[src/sv/tlvp_pkg.sv]
// Shared types, codes and helpers of the command argument TLV parser.
package tlvp_pkg;

  localparam int CFG_IDX_W = 3;
  localparam int CODE_W = 8;

  localparam logic [CFG_IDX_W-1:0] CFG_CODE_U8  = 3'd0;
  localparam logic [CFG_IDX_W-1:0] CFG_CODE_U16 = 3'd1;
  localparam logic [CFG_IDX_W-1:0] CFG_CODE_U32 = 3'd2;
  localparam logic [CFG_IDX_W-1:0] CFG_CODE_F32 = 3'd3;
  localparam logic [CFG_IDX_W-1:0] CFG_CODE_STR = 3'd4;

  localparam logic [2:0] KIND_HEADER = 3'd0;
  localparam logic [2:0] KIND_NUM    = 3'd1;
  localparam logic [2:0] KIND_SSTART = 3'd2;
  localparam logic [2:0] KIND_SBYTE  = 3'd3;
  localparam logic [2:0] KIND_END    = 3'd4;

  localparam logic [2:0] ARG_U8  = 3'd0;
  localparam logic [2:0] ARG_U16 = 3'd1;
  localparam logic [2:0] ARG_U32 = 3'd2;
  localparam logic [2:0] ARG_F32 = 3'd3;
  localparam logic [2:0] ARG_STR = 3'd4;

  localparam logic [1:0] ST_COMPLETE = 2'd0;
  localparam logic [1:0] ST_SHORT    = 2'd1;
  localparam logic [1:0] ST_TRUNC    = 2'd2;
  localparam logic [1:0] ST_UNKNOWN  = 2'd3;

  localparam logic [7:0] U8_BYTES  = 8'd1;
  localparam logic [7:0] U16_BYTES = 8'd2;
  localparam logic [7:0] U32_BYTES = 8'd4;

  typedef enum logic [7:0] {
    PH_H0     = 8'b0000_0001,
    PH_H1     = 8'b0000_0010,
    PH_COUNT  = 8'b0000_0100,
    PH_TYPE   = 8'b0000_1000,
    PH_NUM    = 8'b0001_0000,
    PH_SLEN   = 8'b0010_0000,
    PH_SBYTES = 8'b0100_0000,
    PH_DONE   = 8'b1000_0000
  } phase_t;

  typedef struct packed {
    logic [CODE_W-1:0] u8;
    logic [CODE_W-1:0] u16;
    logic [CODE_W-1:0] u32;
    logic [CODE_W-1:0] f32;
    logic [CODE_W-1:0] str;
  } codes_t;

  typedef struct packed {
    logic [2:0]  kind;
    logic [7:0]  first_byte;
    logic [7:0]  second_byte;
    logic [7:0]  arg_count;
    logic [7:0]  arg_index;
    logic [2:0]  arg_type;
    logic [31:0] value;
    logic [1:0]  end_status;
    logic        last;
  } result_t;

  typedef struct packed {
    logic v0;
    logic v1;
  } push_t;

  function automatic result_t mk_res(logic [2:0] kind, logic [7:0] f, logic [7:0] s,
                                     logic [7:0] c, logic [7:0] idx, logic [2:0] atype,
                                     logic [31:0] val, logic [1:0] status, logic lst);
    result_t r;
    r.kind        = kind;
    r.first_byte  = f;
    r.second_byte = s;
    r.arg_count   = c;
    r.arg_index   = idx;
    r.arg_type    = atype;
    r.value       = val;
    r.end_status  = status;
    r.last        = lst;
    return r;
  endfunction

endpackage

[src/sv/tlvp_if.sv]
// Valid/ready channel interfaces for payload words and result words.
interface tlvp_in_if;
  logic       valid;
  logic       ready;
  logic [7:0] data_byte;
  logic       last_byte;

  modport source (output valid, output data_byte, output last_byte, input ready);
  modport sink (input valid, input data_byte, input last_byte, output ready);
endinterface

interface tlvp_out_if;
  logic        valid;
  logic        ready;
  logic [2:0]  kind;
  logic [7:0]  first_byte;
  logic [7:0]  second_byte;
  logic [7:0]  arg_count;
  logic [7:0]  arg_index;
  logic [2:0]  arg_type;
  logic [31:0] value;
  logic [1:0]  end_status;
  logic        last;

  modport source (output valid, output kind, output first_byte, output second_byte,
                  output arg_count, output arg_index, output arg_type, output value,
                  output end_status, output last, input ready);
  modport sink (input valid, input kind, input first_byte, input second_byte,
                input arg_count, input arg_index, input arg_type, input value,
                input end_status, input last, output ready);
endinterface

[src/sv/tlvp_core.sv]
// Parser state and the combinational decode of one payload word into up to two results.
module tlvp_core (
  input  logic             clk,
  input  logic             rst,
  input  logic             accept,
  input  logic [7:0]       data_byte,
  input  logic             last_byte,
  input  tlvp_pkg::codes_t codes,
  output tlvp_pkg::push_t  push,
  output tlvp_pkg::result_t res0,
  output tlvp_pkg::result_t res1
);
  import tlvp_pkg::*;

  phase_t      phase, phase_next;
  logic [7:0]  header_first, header_first_next;
  logic [7:0]  header_second, header_second_next;
  logic [7:0]  count_declared, count_declared_next;
  logic [7:0]  args_seen, args_seen_next;
  logic [2:0]  current_type, current_type_next;
  logic [7:0]  bytes_left, bytes_left_next;
  logic [31:0] value_accum, value_accum_next;
  logic [1:0]  byte_slot, byte_slot_next;

  logic        ended, idle, arg_v, end_v;
  logic [1:0]  status;
  result_t     arg_res, end_res;

  always_comb begin
    phase_next          = phase;
    header_first_next   = header_first;
    header_second_next  = header_second;
    count_declared_next = count_declared;
    args_seen_next      = args_seen;
    current_type_next   = current_type;
    bytes_left_next     = bytes_left;
    value_accum_next    = value_accum;
    byte_slot_next      = byte_slot;
    ended   = 1'b0;
    idle    = 1'b0;
    arg_v   = 1'b0;
    end_v   = 1'b0;
    status  = ST_COMPLETE;
    arg_res = mk_res(KIND_HEADER, 8'd0, 8'd0, 8'd0, 8'd0, ARG_U8, 32'd0, ST_COMPLETE, 1'b0);

    case (phase)
      PH_H0: begin
        header_first_next   = data_byte;
        header_second_next  = 8'd0;
        count_declared_next = 8'd0;
        args_seen_next      = 8'd0;
        current_type_next   = ARG_U8;
        bytes_left_next     = 8'd0;
        value_accum_next    = 32'd0;
        byte_slot_next      = 2'd0;
        phase_next          = PH_H1;
        if (last_byte) begin
          ended  = 1'b1;
          status = ST_SHORT;
        end
      end
      PH_H1: begin
        header_second_next = data_byte;
        phase_next         = PH_COUNT;
        if (last_byte) begin
          ended  = 1'b1;
          status = ST_SHORT;
        end
      end
      PH_COUNT: begin
        count_declared_next = data_byte;
        args_seen_next      = 8'd0;
        arg_v   = 1'b1;
        arg_res = mk_res(KIND_HEADER, header_first, header_second, data_byte, 8'd0,
                         ARG_U8, 32'd0, ST_COMPLETE, 1'b0);
        phase_next = PH_TYPE;
        if (data_byte == 8'd0) begin
          ended = 1'b1;
        end
      end
      PH_TYPE: begin
        value_accum_next = 32'd0;
        byte_slot_next   = 2'd0;
        if (data_byte == codes.u8) begin
          current_type_next = ARG_U8;
          bytes_left_next   = U8_BYTES;
          phase_next        = PH_NUM;
        end else if (data_byte == codes.u16) begin
          current_type_next = ARG_U16;
          bytes_left_next   = U16_BYTES;
          phase_next        = PH_NUM;
        end else if (data_byte == codes.u32) begin
          current_type_next = ARG_U32;
          bytes_left_next   = U32_BYTES;
          phase_next        = PH_NUM;
        end else if (data_byte == codes.f32) begin
          current_type_next = ARG_F32;
          bytes_left_next   = U32_BYTES;
          phase_next        = PH_NUM;
        end else if (data_byte == codes.str) begin
          current_type_next = ARG_STR;
          phase_next        = PH_SLEN;
        end else begin
          ended  = 1'b1;
          status = ST_UNKNOWN;
        end
      end
      PH_NUM: begin
        value_accum_next = value_accum | (32'(data_byte) << {byte_slot, 3'b000});
        byte_slot_next   = byte_slot + 2'd1;
        bytes_left_next  = bytes_left - 8'd1;
        if (bytes_left_next == 8'd0) begin
          arg_v   = 1'b1;
          arg_res = mk_res(KIND_NUM, header_first, header_second, count_declared,
                           args_seen, current_type, value_accum_next, ST_COMPLETE, 1'b0);
          phase_next     = PH_TYPE;
          args_seen_next = args_seen + 8'd1;
          ended          = (args_seen_next == count_declared);
        end
      end
      PH_SLEN: begin
        bytes_left_next = data_byte;
        arg_v   = 1'b1;
        arg_res = mk_res(KIND_SSTART, header_first, header_second, count_declared,
                         args_seen, ARG_STR, 32'(data_byte), ST_COMPLETE, 1'b0);
        phase_next = PH_SBYTES;
        if (data_byte == 8'd0) begin
          phase_next     = PH_TYPE;
          args_seen_next = args_seen + 8'd1;
          ended          = (args_seen_next == count_declared);
        end
      end
      PH_SBYTES: begin
        arg_v   = 1'b1;
        arg_res = mk_res(KIND_SBYTE, header_first, header_second, count_declared,
                         args_seen, ARG_STR, 32'(data_byte), ST_COMPLETE, 1'b0);
        bytes_left_next = bytes_left - 8'd1;
        if (bytes_left_next == 8'd0) begin
          phase_next     = PH_TYPE;
          args_seen_next = args_seen + 8'd1;
          ended          = (args_seen_next == count_declared);
        end
      end
      default: begin
        idle = 1'b1;
        if (last_byte) begin
          phase_next = PH_H0;
        end
      end
    endcase

    if (!idle) begin
      if (ended) begin
        end_v      = 1'b1;
        phase_next = last_byte ? PH_H0 : PH_DONE;
      end else if (last_byte) begin
        end_v      = 1'b1;
        status     = ST_TRUNC;
        phase_next = PH_H0;
      end
    end

    end_res = mk_res(KIND_END, header_first_next, header_second_next, count_declared_next,
                     args_seen_next, ARG_U8, 32'd0, status, 1'b1);
    push.v0 = accept & (arg_v | end_v);
    push.v1 = accept & arg_v & end_v;
    res0    = arg_v ? arg_res : end_res;
    res1    = end_res;
  end

  always_ff @(posedge clk) begin
    if (rst) begin
      phase          <= PH_H0;
      header_first   <= 8'd0;
      header_second  <= 8'd0;
      count_declared <= 8'd0;
      args_seen      <= 8'd0;
      current_type   <= ARG_U8;
      bytes_left     <= 8'd0;
      value_accum    <= 32'd0;
      byte_slot      <= 2'd0;
    end else if (accept) begin
      phase          <= phase_next;
      header_first   <= header_first_next;
      header_second  <= header_second_next;
      count_declared <= count_declared_next;
      args_seen      <= args_seen_next;
      current_type   <= current_type_next;
      bytes_left     <= bytes_left_next;
      value_accum    <= value_accum_next;
      byte_slot      <= byte_slot_next;
    end
  end

endmodule

[src/sv/tlvp_fifo.sv]
// Result queue that takes up to two results a cycle and hands out one.
module tlvp_fifo #(
  parameter int DEPTH = 4
) (
  input  logic                      clk,
  input  logic                      rst,
  input  tlvp_pkg::push_t           push,
  input  tlvp_pkg::result_t         d0,
  input  tlvp_pkg::result_t         d1,
  input  logic                      pop,
  output tlvp_pkg::result_t         head,
  output logic [$clog2(DEPTH+1)-1:0] level
);
  import tlvp_pkg::*;

  localparam int PTR_W = (DEPTH > 1) ? $clog2(DEPTH) : 1;
  localparam int LVL_W = $clog2(DEPTH+1);

  result_t            mem [DEPTH];
  logic [PTR_W-1:0]   wp, rp, wp1;
  logic [LVL_W-1:0]   level_next;

  function automatic logic [PTR_W-1:0] inc(logic [PTR_W-1:0] p);
    return (p == PTR_W'(DEPTH-1)) ? '0 : p + 1'b1;
  endfunction

  assign wp1  = inc(wp);
  assign head = mem[rp];
  assign level_next = level + LVL_W'(push.v0) + LVL_W'(push.v1) - LVL_W'(pop);

  always_ff @(posedge clk) begin
    if (push.v0) begin
      mem[wp] <= d0;
    end
    if (push.v1) begin
      mem[wp1] <= d1;
    end
  end

  always_ff @(posedge clk) begin
    if (rst) begin
      wp    <= '0;
      rp    <= '0;
      level <= '0;
    end else begin
      if (push.v1) begin
        wp <= inc(wp1);
      end else if (push.v0) begin
        wp <= wp1;
      end
      if (pop) begin
        rp <= inc(rp);
      end
      level <= level_next;
    end
  end

endmodule

[src/sv/command_argument_tlv_parser_top.sv]
// Top level of the command argument TLV parser: type code registers, parser and result queue.
//
// The payload channel takes one command payload word (one byte) per handshake, with
// last_byte set on the final byte. The results channel gives header, numeric argument,
// string start, string byte and end status words; every payload ends in one end status
// word with last set. Type codes are written through cfg_we, cfg_index and cfg_data; the user
// must write them only while the block is idle, which the block does not enforce. Indexes
// beyond the five type registers are ignored. A byte is decoded in the cycle it is accepted
// and its results are written into a queue of DEPTH entries; with the queue empty, the first
// result is valid on the results channel in the cycle after the byte is accepted. The block
// takes one byte per cycle while payload ready is high; a byte gives at most two results, and
// payload ready stays high while the queue has room for two more results. When the receiver
// stalls the queue fills and payload ready falls; nothing is lost. Reset (rst, synchronous)
// empties the queue, sets the parser to expect header byte zero, type codes to 0 through 4.
module command_argument_tlv_parser_top #(
  parameter int DEPTH = 4
) (
  input  logic                           clk,
  input  logic                           rst,
  tlvp_in_if.sink                        payload,
  tlvp_out_if.source                     results,
  input  logic                           cfg_we,
  input  logic [tlvp_pkg::CFG_IDX_W-1:0] cfg_index,
  input  logic [tlvp_pkg::CODE_W-1:0]    cfg_data
);
  import tlvp_pkg::*;

  localparam int LVL_W = $clog2(DEPTH+1);

  codes_t            codes;
  push_t             push;
  result_t           res0, res1, head;
  logic [LVL_W-1:0]  level;
  logic              accept, pop;

  always_ff @(posedge clk) begin
    if (rst) begin
      codes.u8  <= 8'd0;
      codes.u16 <= 8'd1;
      codes.u32 <= 8'd2;
      codes.f32 <= 8'd3;
      codes.str <= 8'd4;
    end else if (cfg_we) begin
      case (cfg_index)
        CFG_CODE_U8:  codes.u8  <= cfg_data;
        CFG_CODE_U16: codes.u16 <= cfg_data;
        CFG_CODE_U32: codes.u32 <= cfg_data;
        CFG_CODE_F32: codes.f32 <= cfg_data;
        CFG_CODE_STR: codes.str <= cfg_data;
        default: ;
      endcase
    end
  end

  assign payload.ready = !rst && (level <= LVL_W'(DEPTH-2));
  assign accept        = payload.valid & payload.ready;
  assign pop           = results.valid & results.ready;

  tlvp_core u_core (
    .clk       (clk),
    .rst       (rst),
    .accept    (accept),
    .data_byte (payload.data_byte),
    .last_byte (payload.last_byte),
    .codes     (codes),
    .push      (push),
    .res0      (res0),
    .res1      (res1)
  );

  tlvp_fifo #(.DEPTH(DEPTH)) u_fifo (
    .clk   (clk),
    .rst   (rst),
    .push  (push),
    .d0    (res0),
    .d1    (res1),
    .pop   (pop),
    .head  (head),
    .level (level)
  );

  assign results.valid       = (level != '0);
  assign results.kind        = head.kind;
  assign results.first_byte  = head.first_byte;
  assign results.second_byte = head.second_byte;
  assign results.arg_count   = head.arg_count;
  assign results.arg_index   = head.arg_index;
  assign results.arg_type    = head.arg_type;
  assign results.value       = head.value;
  assign results.end_status  = head.end_status;
  assign results.last        = head.last;

  a_level_bound: assert property (@(posedge clk) disable iff (rst)
    level <= LVL_W'(DEPTH))
    else $error("result queue holds more words than it has entries");

  a_second_is_end: assert property (@(posedge clk) disable iff (rst)
    push.v1 |-> (push.v0 && res1.kind == KIND_END && res1.last))
    else $error("second result of a byte is not an end status");

  a_last_is_end: assert property (@(posedge clk) disable iff (rst)
    (results.valid && results.last) |-> results.kind == KIND_END)
    else $error("last flag on a word that is not an end status");

  a_no_push_without_accept: assert property (@(posedge clk) disable iff (rst)
    push.v0 |-> accept)
    else $error("result written without an accepted byte");

endmodule
[src/flat_wrapper.sv]
// flat-port wrapper written by rule: the top's interface ports become plain ports
module command_argument_tlv_parser_top_flat import tlvp_pkg::*;
#(
  parameter int DEPTH = 4
)
  (clk, rst, cfg_we, cfg_index, cfg_data, payload_valid, payload_data_byte, payload_last_byte, payload_ready, results_valid, results_kind, results_first_byte, results_second_byte, results_arg_count, results_arg_index, results_arg_type, results_value, results_end_status, results_last, results_ready);
  tlvp_in_if payload_i ();
  tlvp_out_if results_i ();
  input  logic clk;
  input  logic rst;
  input  logic cfg_we;
  input  logic [tlvp_pkg::CFG_IDX_W-1:0] cfg_index;
  input  logic [tlvp_pkg::CODE_W-1:0] cfg_data;
  input wire logic [$bits(payload_i.valid)-1:0] payload_valid;
  input wire logic [$bits(payload_i.data_byte)-1:0] payload_data_byte;
  input wire logic [$bits(payload_i.last_byte)-1:0] payload_last_byte;
  output wire logic [$bits(payload_i.ready)-1:0] payload_ready;
  output wire logic [$bits(results_i.valid)-1:0] results_valid;
  output wire logic [$bits(results_i.kind)-1:0] results_kind;
  output wire logic [$bits(results_i.first_byte)-1:0] results_first_byte;
  output wire logic [$bits(results_i.second_byte)-1:0] results_second_byte;
  output wire logic [$bits(results_i.arg_count)-1:0] results_arg_count;
  output wire logic [$bits(results_i.arg_index)-1:0] results_arg_index;
  output wire logic [$bits(results_i.arg_type)-1:0] results_arg_type;
  output wire logic [$bits(results_i.value)-1:0] results_value;
  output wire logic [$bits(results_i.end_status)-1:0] results_end_status;
  output wire logic [$bits(results_i.last)-1:0] results_last;
  input wire logic [$bits(results_i.ready)-1:0] results_ready;
  assign payload_i.valid = payload_valid;
  assign payload_i.data_byte = payload_data_byte;
  assign payload_i.last_byte = payload_last_byte;
  assign payload_ready = payload_i.ready;
  assign results_valid = results_i.valid;
  assign results_kind = results_i.kind;
  assign results_first_byte = results_i.first_byte;
  assign results_second_byte = results_i.second_byte;
  assign results_arg_count = results_i.arg_count;
  assign results_arg_index = results_i.arg_index;
  assign results_arg_type = results_i.arg_type;
  assign results_value = results_i.value;
  assign results_end_status = results_i.end_status;
  assign results_last = results_i.last;
  assign results_i.ready = results_ready;
  command_argument_tlv_parser_top #(.DEPTH(DEPTH)) u_core (.clk(clk), .rst(rst), .payload(payload_i), .results(results_i), .cfg_we(cfg_we), .cfg_index(cfg_index), .cfg_data(cfg_data));
endmodule
[config.mk]
export PLATFORM = sky130hd
export DESIGN_NAME = command_argument_tlv_parser_top_flat
export DESIGN_NICKNAME = d
export VERILOG_FILES = /design/src/sv/tlvp_pkg.sv /design/src/sv/tlvp_if.sv /design/src/sv/tlvp_core.sv /design/src/sv/tlvp_fifo.sv /design/src/sv/command_argument_tlv_parser_top.sv /design/src/flat_wrapper.sv
export SDC_FILE = /design/constraint.sdc
export NUM_CORES = 1
export LEC_CHECK = 0
export BUFFER_PORTS_ARGS = -buffer_cell sky130_fd_sc_hd__buf_4
export CAP_MARGIN = 25
export CORE_ASPECT_RATIO = 0.7
export CORE_UTILIZATION = 53
export CTS_BUF_LIST = sky130_fd_sc_hd__clkbuf_8 sky130_fd_sc_hd__clkbuf_16
export CTS_CLUSTER_SIZE = 12
export DETAILED_ROUTE_END_ITERATION = 8
export PLACE_DENSITY_LB_ADDON = 0.25
export SETUP_SLACK_MARGIN = 0.15
export SLEW_MARGIN = 15
export SYNTH_ARGS = -nofsm -noshare
export SYNTH_HDL_FRONTEND = slang
export SYNTH_SLANG_ARGS = --single-unit
[constraint.sdc]
create_clock -name clk -period 4.8 [get_ports clk]
set_clock_uncertainty 0.15 [all_clocks]
set_input_delay 0.96 -clock clk [delete_from_list [all_inputs] [get_ports clk]]
set_output_delay 0.96 -clock clk [all_outputs]
set_load 0.005 [all_outputs]
==> results of run 1 <==
final timing paths:
path | to | slack, ps | depth (start not counted)
worst max-delay path | u_core.u_fifo.level[1]$_SDFF_PP0_ | 540 | 12
worst min register to register | u_core.u_fifo.mem[1][0]$_SDFFE_PP1P_ | 300 | 2
worst min-delay path | u_core.u_fifo.mem[1][0]$_SDFFE_PP1P_ | 300 | 2
worst max register to register | u_core.u_fifo.level[1]$_SDFF_PP0_ | 540 | 12
layer usage:
metal	GRT usage, %	up-vias
met3	5.575	92
met5	0	-
met4	7.932	0
li1	-	7042
met1	42.24	7521
met2	42.73	735
metrics by stage:
step	instance area, sq um	setup slack, ps
2_1_floorplan	19050	390.7
3_3_place_gp	20300	337.0
3_5_place_dp	20300	244.4
4_1_cts	21600	548.5
5_1_grt	21630	342.4
6_report	21630	538.0
layout by cell type (no fill, tap or decap), types with 26 or more instances in the layout:
cell type / Yosys / final
a22oi_1: 63 / 63
xnor2_1: 36 / 36
o21ai_0: 56 / 56
xor2_1: 26 / 26
a211oi_1: 44 / 44
buf_4: 5 / 154
nor2_1: 238 / 236
dfxtp_1: 286 / 284
inv_1: 23 / 43
a21oi_1: 204 / 202
edfxtp_1: 136 / 136
clkbuf_16: 0 / 44
mux4_2: 72 / 72
nand2_1: 391 / 391
critical path, cell delays in order, from the launching register on:
cell and delay, ps:
dfxtp_1 430, or4_1 780, nor4_4 500, nand4_1 300, nand2_1 220, nand4_4 90, a21oi_1 230, nand2_1 90
ha_1 330, fa_1 400, inv_1 80, fa_1 410, nor2b_1 130
area by class of cell:
cell class	count	share of cell area, %
clock inverters	28	0.8040
multi-input cells	1358	39.44
well taps	472	2.730
clock buffers	46	5.217
flip-flops and latches	422	45.38
repair buffers	161	6.027
inverters	23	0.3991
synthesized netlist by cell type (6+ instances only):
master      n  area share [%]
dfxtp_1   286              30
xor2_1     26             1.2
ha_1       12            0.79
o31ai_1    10            0.39
nand3_1    17            0.45
or3_1      17            0.56
buf_1      10            0.20
a21oi_1   204             5.4
nand2_1   391             7.7
mux2i_1     8            0.42
nand3b_1   14            0.55
and3_1     13            0.43
a22oi_1    63             2.5
buf_2      54             1.4
inv_1      23            0.45
a211oi_1   44             1.7
a21o_1      8            0.32
clkbuf_1   85             1.7
nand4_1    10            0.33
and2_1      6            0.20
mux4_2     72             8.5
nor2_1    238             4.7
o21ai_0    56             1.5
nor4_1     10            0.33
o22ai_1    15            0.49
xnor2_1    36             1.7
edfxtp_1  136              21
power by group through the flow:
stage | Sequential, W | Clock, W | Combinational, W
after global routing | 0.00415 | 0.00332 | 0.00198
final | 0.00412 | 0.00314 | 0.00183
after detailed placement | 0.00419 | 0 | 0.00182
after floorplan | 0.00409 | 0 | 0.00121
after global placement | 0.00417 | 0 | 0.00179
after CTS | 0.00412 | 0.00316 | 0.00182
flip-flops by register name, indices dropped and copies added, names as in the netlist, named ones only:
signal                        count
u_core.u_core.phase               8
u_core.u_fifo.mem               288
u_core.u_core.header_first        8
u_core.u_core.current_type        3
u_core.u_core.count_declared      8
u_core.u_core.byte_slot           2
u_core.u_fifo.wp                  2
u_core.u_fifo.rp                  2
u_core.u_core.header_second       8
u_core.u_core.args_seen           8
u_core.u_fifo.level               3
u_core.codes                     40
u_core.u_core.bytes_left          8
u_core.u_core.value_accum        32
kinds of logic (layout without fill, tap and decap cells):
group	Yosys count	after routing	share of synthesized area, %
AND/OR/NAND/NOR	754	754	17.07
AO/OA/AOI/OAI	448	448	14.58
flip-flops	422	422	51.50
buffers and inverters	179	258	4.060
multiplexers	80	80	8.934
XOR/XNOR	62	62	2.851
adder cells (fa/ha/maj)	14	14	0.9985
==> summary.md, run 1 <==
| Metric | Value |
|---|---|
| Vias in the first global route | 14851 |
| Layout cell share with drive strength beyond 1 | 15.26% |
| Clk network pwr share | 34.5% |
| Reg area | 9817 sq um |
| Clock Sinks | 422 |
| Fin crit period | 4262 ps |
| Top Metal Used | met4 |
| DR DRC count | 0 |
| # H-tree levels | 2 |
| Initial antenna violation count | 0 |
| Max Cap Violations | 0 |
| Drt first pass iters | 6 |
| Hold_sp | u_core.u_fifo.mem[1][0]$_SDFFE_PP1P_ |
| CP Launch Type | register |
| RSZ-0062 raised after global routing | no |
| Critical Path Source | u_core.u_core.phase[0]$_SDFFE_PP1P_ |
| Sw frac | 28.20% |
| Mapped Cells | 1959 |
| Initial Utilization | 54.39% |
| Met2 wire len | 23.02 mm |
| Met3 wire len | 4.949 mm |
| Avg Inst Size Synth | 9.722 sq um |
| Pins Over Slew Limit | 0 |
| Post-DP HPWL | 34.13 mm |
| Vias | 15390 |
| CTS tree | done |
| Placed insts | 2435 |
| Status | complete, no violations |
| Final worst path period share | 88.79% |
| Syn_nets | 1998 |
| Met1 wire length | 23.50 mm |
| Clk Tree Root Cell | clkbuf_16 |
| Fillers | 2849 |
| Ys flop type | dfxtp_1 |
| Core area | 35020 sq um |
| Routed Antenna Nets | 0 |
| Total Wirelength | 52.61 mm |
| Clk_lat worst skew | 580 ps |
| Synth warn | 0 |
| Area Growth Syn to Fin | 13.58% |
| Internal power | 0.006525 W |
| EDFF count, synth | 136 |
| CP Class | reg2reg |
| Endpoint type of the worst setup path | register |
| Largest net degree at the start of global routing | 107 |
| Max-Slew Margin vs Limit | 31.37% |
| Comb power frac | 20.2% |
| Routability congestion estimate from global placement | 0.9462 |
| Die Ht | 160.6 um |
| CTS max path bufs | 3 |
| Flops & latches, synth | 422 |
| Final setup TNS | 0 ps |
| Via/cell ratio | 6.131 |
| Library cells used by synthesis | 73 |
| Data required time of the critical path | 5090 ps |
| Arrival @ worst endpoint | 4550 ps |
| Boundary Pins | 100 |
| Final Core Density | 61.78% |
| Post-CTS Setup Bufs | 0 |
| WHS | 297.1 ps |
| First-pass GRT wire length | 82.72 mm |
| Avg WL per Cell | 20.96 um |
| Power Density | 420.1 nW/um^2 |
| Area of the multi-input gates | 8532 sq um |
| GR Overflow Total | 0 |
| Die Span X | 228.6 um |
| Hold Buf Count CTS | 0 |
| Ys async rst share | 0% |
| Reg-to-reg critical path startpoint | u_core.u_core.phase[0]$_SDFFE_PP1P_ |
| Sequential share of the synthesized area | 51.50% |
| Overall power | 0.009088 W |
| Final nets | 2048 |
| Resized cells post-CTS | 0 |
| CTS Buf Count | 43 |
| All-Layer GR Usage | 28.57% |
| Reg clk slew, reported paths | 60 ps |
| Pleak | 7.518 nW |
| Hold Path Class | reg2reg |
| Final Hold Fails | 0 |
| Peak supply drop | 0.2507 mV |
| Crit-path max FO | 10 |
| Input/output buffers | 99 |
| Row cnt | 57 |
| NetSw | 0.002563 W |
| Final Non-Filler Cells | 2510 |
| Die ar. | 36710 sq um |
| Iteration-0 DRC Markers | 1801 |
| Reg power frac | 45.3% |
| Setup violators final | 0 |
| Post-synthesis cell area | 19050 sq um |
| Worst Tran Pin Value | 1029 ps |
| ANT cells | 0 |
| Fmax | 0.2346 GHz |
Power figures use the tool's default switching activity.
==> run 2: changes to the inputs <==
Settings changed: CTS_CLUSTER_SIZE 12 to 30.
Clock period 4.8 ns to 3.5 ns, I/O delays scaled along.
==> run 2 against run 1 <==
  * Worst setup slack got worse by 480 ps
  * Non-clock buffer count increased by 140
  * Highest routed layer unchanged
  * Flip-flop and latch count unchanged
  * Largest cell class unchanged
==> summary.md, run 2 (same netlist as run 1, synthesis figures left out) <==
| Metric | Value |
|---|---|
| Reg-to-reg critical path startpoint | u_core.u_core.phase[0]$_SDFFE_PP1P_ |
| Reg power frac | 42.9% (-2.4 points) |
| All-Layer GR Usage | 29.64% (+1.1 points) |
| Die Ht | 160.6 um (unchanged) |
| Worst r2r dst | u_core.u_fifo.level[1]$_SDFF_PP0_ |
| Hold Crit Depth | 3 (+1) |
| Max reg flops | 288 (unchanged) |
| Met2 GRT Util | 44.38% (+1.6 points) |
| CTS tree | done |
| Fin crit period | 3447 ps (-815.1 ps) |
| # H-tree levels | 2 (unchanged) |
| Hold_sp | cfg_data[2] |
| Reg2reg path depth | 12 (unchanged) |
| Slowest-stage cell, CP | or4b_4 |
| Clk Tree Root Cell | clkbuf_16 |
| Setup violators final | 0 (unchanged) |
| Reg clk slew, reported paths | 70 ps (about the same) |
| Sw frac | 27.70% (-0.50 points) |
| Grt met3 use | 4.759% (-0.82 points) |
| Initial antenna violation count | 0 (unchanged) |
| NetSw | 0.003641 W (+42%) |
| Via/cell ratio | 6.073 (-0.96%) |
| Data required time of the critical path | 3780 ps (-1310 ps) |
| Boundary Pins | 100 (unchanged) |
| Clk network pwr share | 34.8% (+0.3 points) |
| Die ar. | 36710 sq um (unchanged) |
| CTS max path bufs | 3 (unchanged) |
| Worst Tran Pin Value | 897.1 ps (-132.3 ps) |
| Largest net degree at the start of global routing | 108 (+0.93%) |
| Hold Path Class | in2reg |
| Drt first pass iters | 6 (unchanged) |
| Initial Utilization | 54.39% (unchanged) |
| First-pass GRT wire length | 85.84 mm (+3.8%) |
| Status | complete, no violations |
| Biggest register | u_core.u_fifo.mem |
| Row cnt | 57 (unchanged) |
| Clock Sinks | 422 (unchanged) |
| GR Overflow Total | 0 (unchanged) |
| Final nets | 2185 (+6.7%) |
| Regs by FF count | u_core.u_fifo.mem (288), u_core.codes (40), u_core.u_core.value_accum (32) |
| Avg WL per Cell | 21.03 um (+0.32%) |
| Core area | 35020 sq um (unchanged) |
| Comb power frac | 22.3% (+2.1 points) |
| CTS Buf Count | 40 (-7.0%) |
| Layout cell share with drive strength beyond 1 | 24.17% (+8.9 points) |
| Crit-path max FO | 2 (-8) |
| Post-DP HPWL | 36.56 mm (+7.1%) |
| Internal power | 0.009503 W (+46%) |
| Hold Path End | u_core.codes[26]$_SDFFE_PP0P_ |
| Final setup TNS | 0 ps (unchanged) |
| Most used routing layer | met1 |
| Power Density | 560.4 nW/um^2 (+33%) |
| Post-Place Setup Slack | -535.6 ps (-780.0 ps) |
| Routed Antenna Nets | 0 (unchanged) |
| Clk_lat worst skew | 560 ps (-20 ps) |
| Most common cell after layout, fill and taps aside | nand2_1 |
| Max-Slew Margin vs Limit | 40.20% (+8.8 points) |
| ANT cells | 0 (unchanged) |
| DR DRC count | 0 (unchanged) |
| Final Core Density | 66.98% (+5.2 points) |
| Endpoint type of the worst setup path | register |
| Pins Over Slew Limit | 0 (unchanged) |
| Die Span X | 228.6 um (unchanged) |
| Pleak | 8.277 nW (+10%) |
| Final Hold Fails | 0 (unchanged) |
| Arrival @ worst endpoint | 3720 ps (-830 ps) |
| Worst Slack Setup Final | 53.08 ps (-484.9 ps) |
| CP cell instances | nor4_4 > nand3_2 > a21o_1 > or4b_4 > o211a_4 > a21oi_4 > nand2_2 > ha_4 > fa_2 > inv_2 > fa_1 > nor2b_1 |
| Most frequent cells in the layout | 389 x nand2_1, 279 x dfxtp_1, 267 x buf_4, 211 x nor2_1, 200 x a21oi_1 |
| Area Growth Syn to Fin | 23.15% |
| Final Non-Filler Cells | 2648 (+5.5%) |
| Peak supply drop | 0.3740 mV (+49%) |
| Input/output buffers | 99 (unchanged) |
| Vias | 16080 (+4.5%) |
| CP Class | reg2reg |
| Routability congestion estimate from global placement | 0.9560 (+1.0%) |
| Critical path's largest stage delay | 520 ps (-260 ps) |
| Max Cap Violations | 0 (unchanged) |
| Final worst path period share | 98.48% (+9.7 points) |
| RSZ-0062 raised after global routing | yes |
| Total Wirelength | 55.69 mm (+5.8%) |
| Iteration-0 DRC Markers | 1883 (+4.6%) |
| Worst reg2reg setup slack | 50 ps (-480 ps) |
| Placed insts | 2550 (+4.7%) |
| Vias in the first global route | 15366 (+3.5%) |
| Overall power | 0.01314 W (+45%) |
| Fmax | 0.2901 GHz (+24%) |
| CP Launch Type | register |
| Met1 Track Usage GR | 44.57% (+2.3 points) |
## run 2: worst max path at each step
stage | startpoint | slack (ps) | end | cells after the start
floorplan | payload_data_byte[5] | -440 | u_core.u_fifo.level[1]$_SDFF_PP0_ | 14
global placement | payload_data_byte[5] | -480 | u_core.u_fifo.level[1]$_SDFF_PP0_ | 13
detailed placement | payload_data_byte[6] | -540 | u_core.u_fifo.level[1]$_SDFF_PP0_ | 13
CTS | u_core.u_core.phase[7]$_SDFFE_PP0P_ | 20 | u_core.u_fifo.level[1]$_SDFF_PP0_ | 12
global route | u_core.u_core.phase[0]$_SDFFE_PP1P_ | -0.9 | u_core.u_fifo.level[1]$_SDFF_PP0_ | 12
finish | u_core.u_core.phase[0]$_SDFFE_PP1P_ | 50 | u_core.u_fifo.level[1]$_SDFF_PP0_ | 12
## run 2: area by class of cell
class                   count  area, sq um
clock buffers              45         1081
fillers                  2630        11560
multi-input cells        1358         8881
repair buffers            301         2684
flip-flops and latches    422         9823
inverters                  23        101.3
clock inverters            27        294.0
well taps                 472        590.6
## run 2: repair_timing
action	4_1_cts	5_1_grt
resized for setup	23	77
endpoints found under the hold margin	0	0
gates cloned	2	5
buffers inserted	8	10
pin swaps	14	15
endpoints found under the setup margin	208	369
hold buffers	0	0
## run 2: per-stage QoR
| step | cell area (sq um) | hold slack, ps |
|---|---|---|
| after floorplan | 19190 | 267.4 |
| after global placement | 21330 | 277.1 |
| after detailed placement | 21330 | 291.9 |
| after CTS | 22920 | 270.5 |
| after global routing | 23460 | 277.0 |
| final | 23460 | 286.5 |
## run 2: power groups by stage
stage	combinational [W]	clock, W	sequential, W
6_report	0.00293	0.00458	0.00563
5_1_grt	0.00314	0.00482	0.00567
4_1_cts	0.00276	0.00463	0.00562
3_5_place_dp	0.00268	0	0.00573
3_3_place_gp	0.00263	0	0.00571
2_1_floorplan	0.00168	0	0.00561
## run 2: layer usage
layer	up-vias	part of all wire [%]
li1	7332	-
met1	7869	44
met2	800	45
met3	79	9.2
met4	0	1.6
met5	-	0
## run 2: worst max-delay path: cells and delay by family (launching register included)
family / cells / cell delay (ps)
buffers and inverters: 1 / 60
and+or+nand+nor: 5 / 1210
adders and majority gates: 3 / 990
AOI/OAI and AO/OA: 3 / 600
DFF: 1 / 340
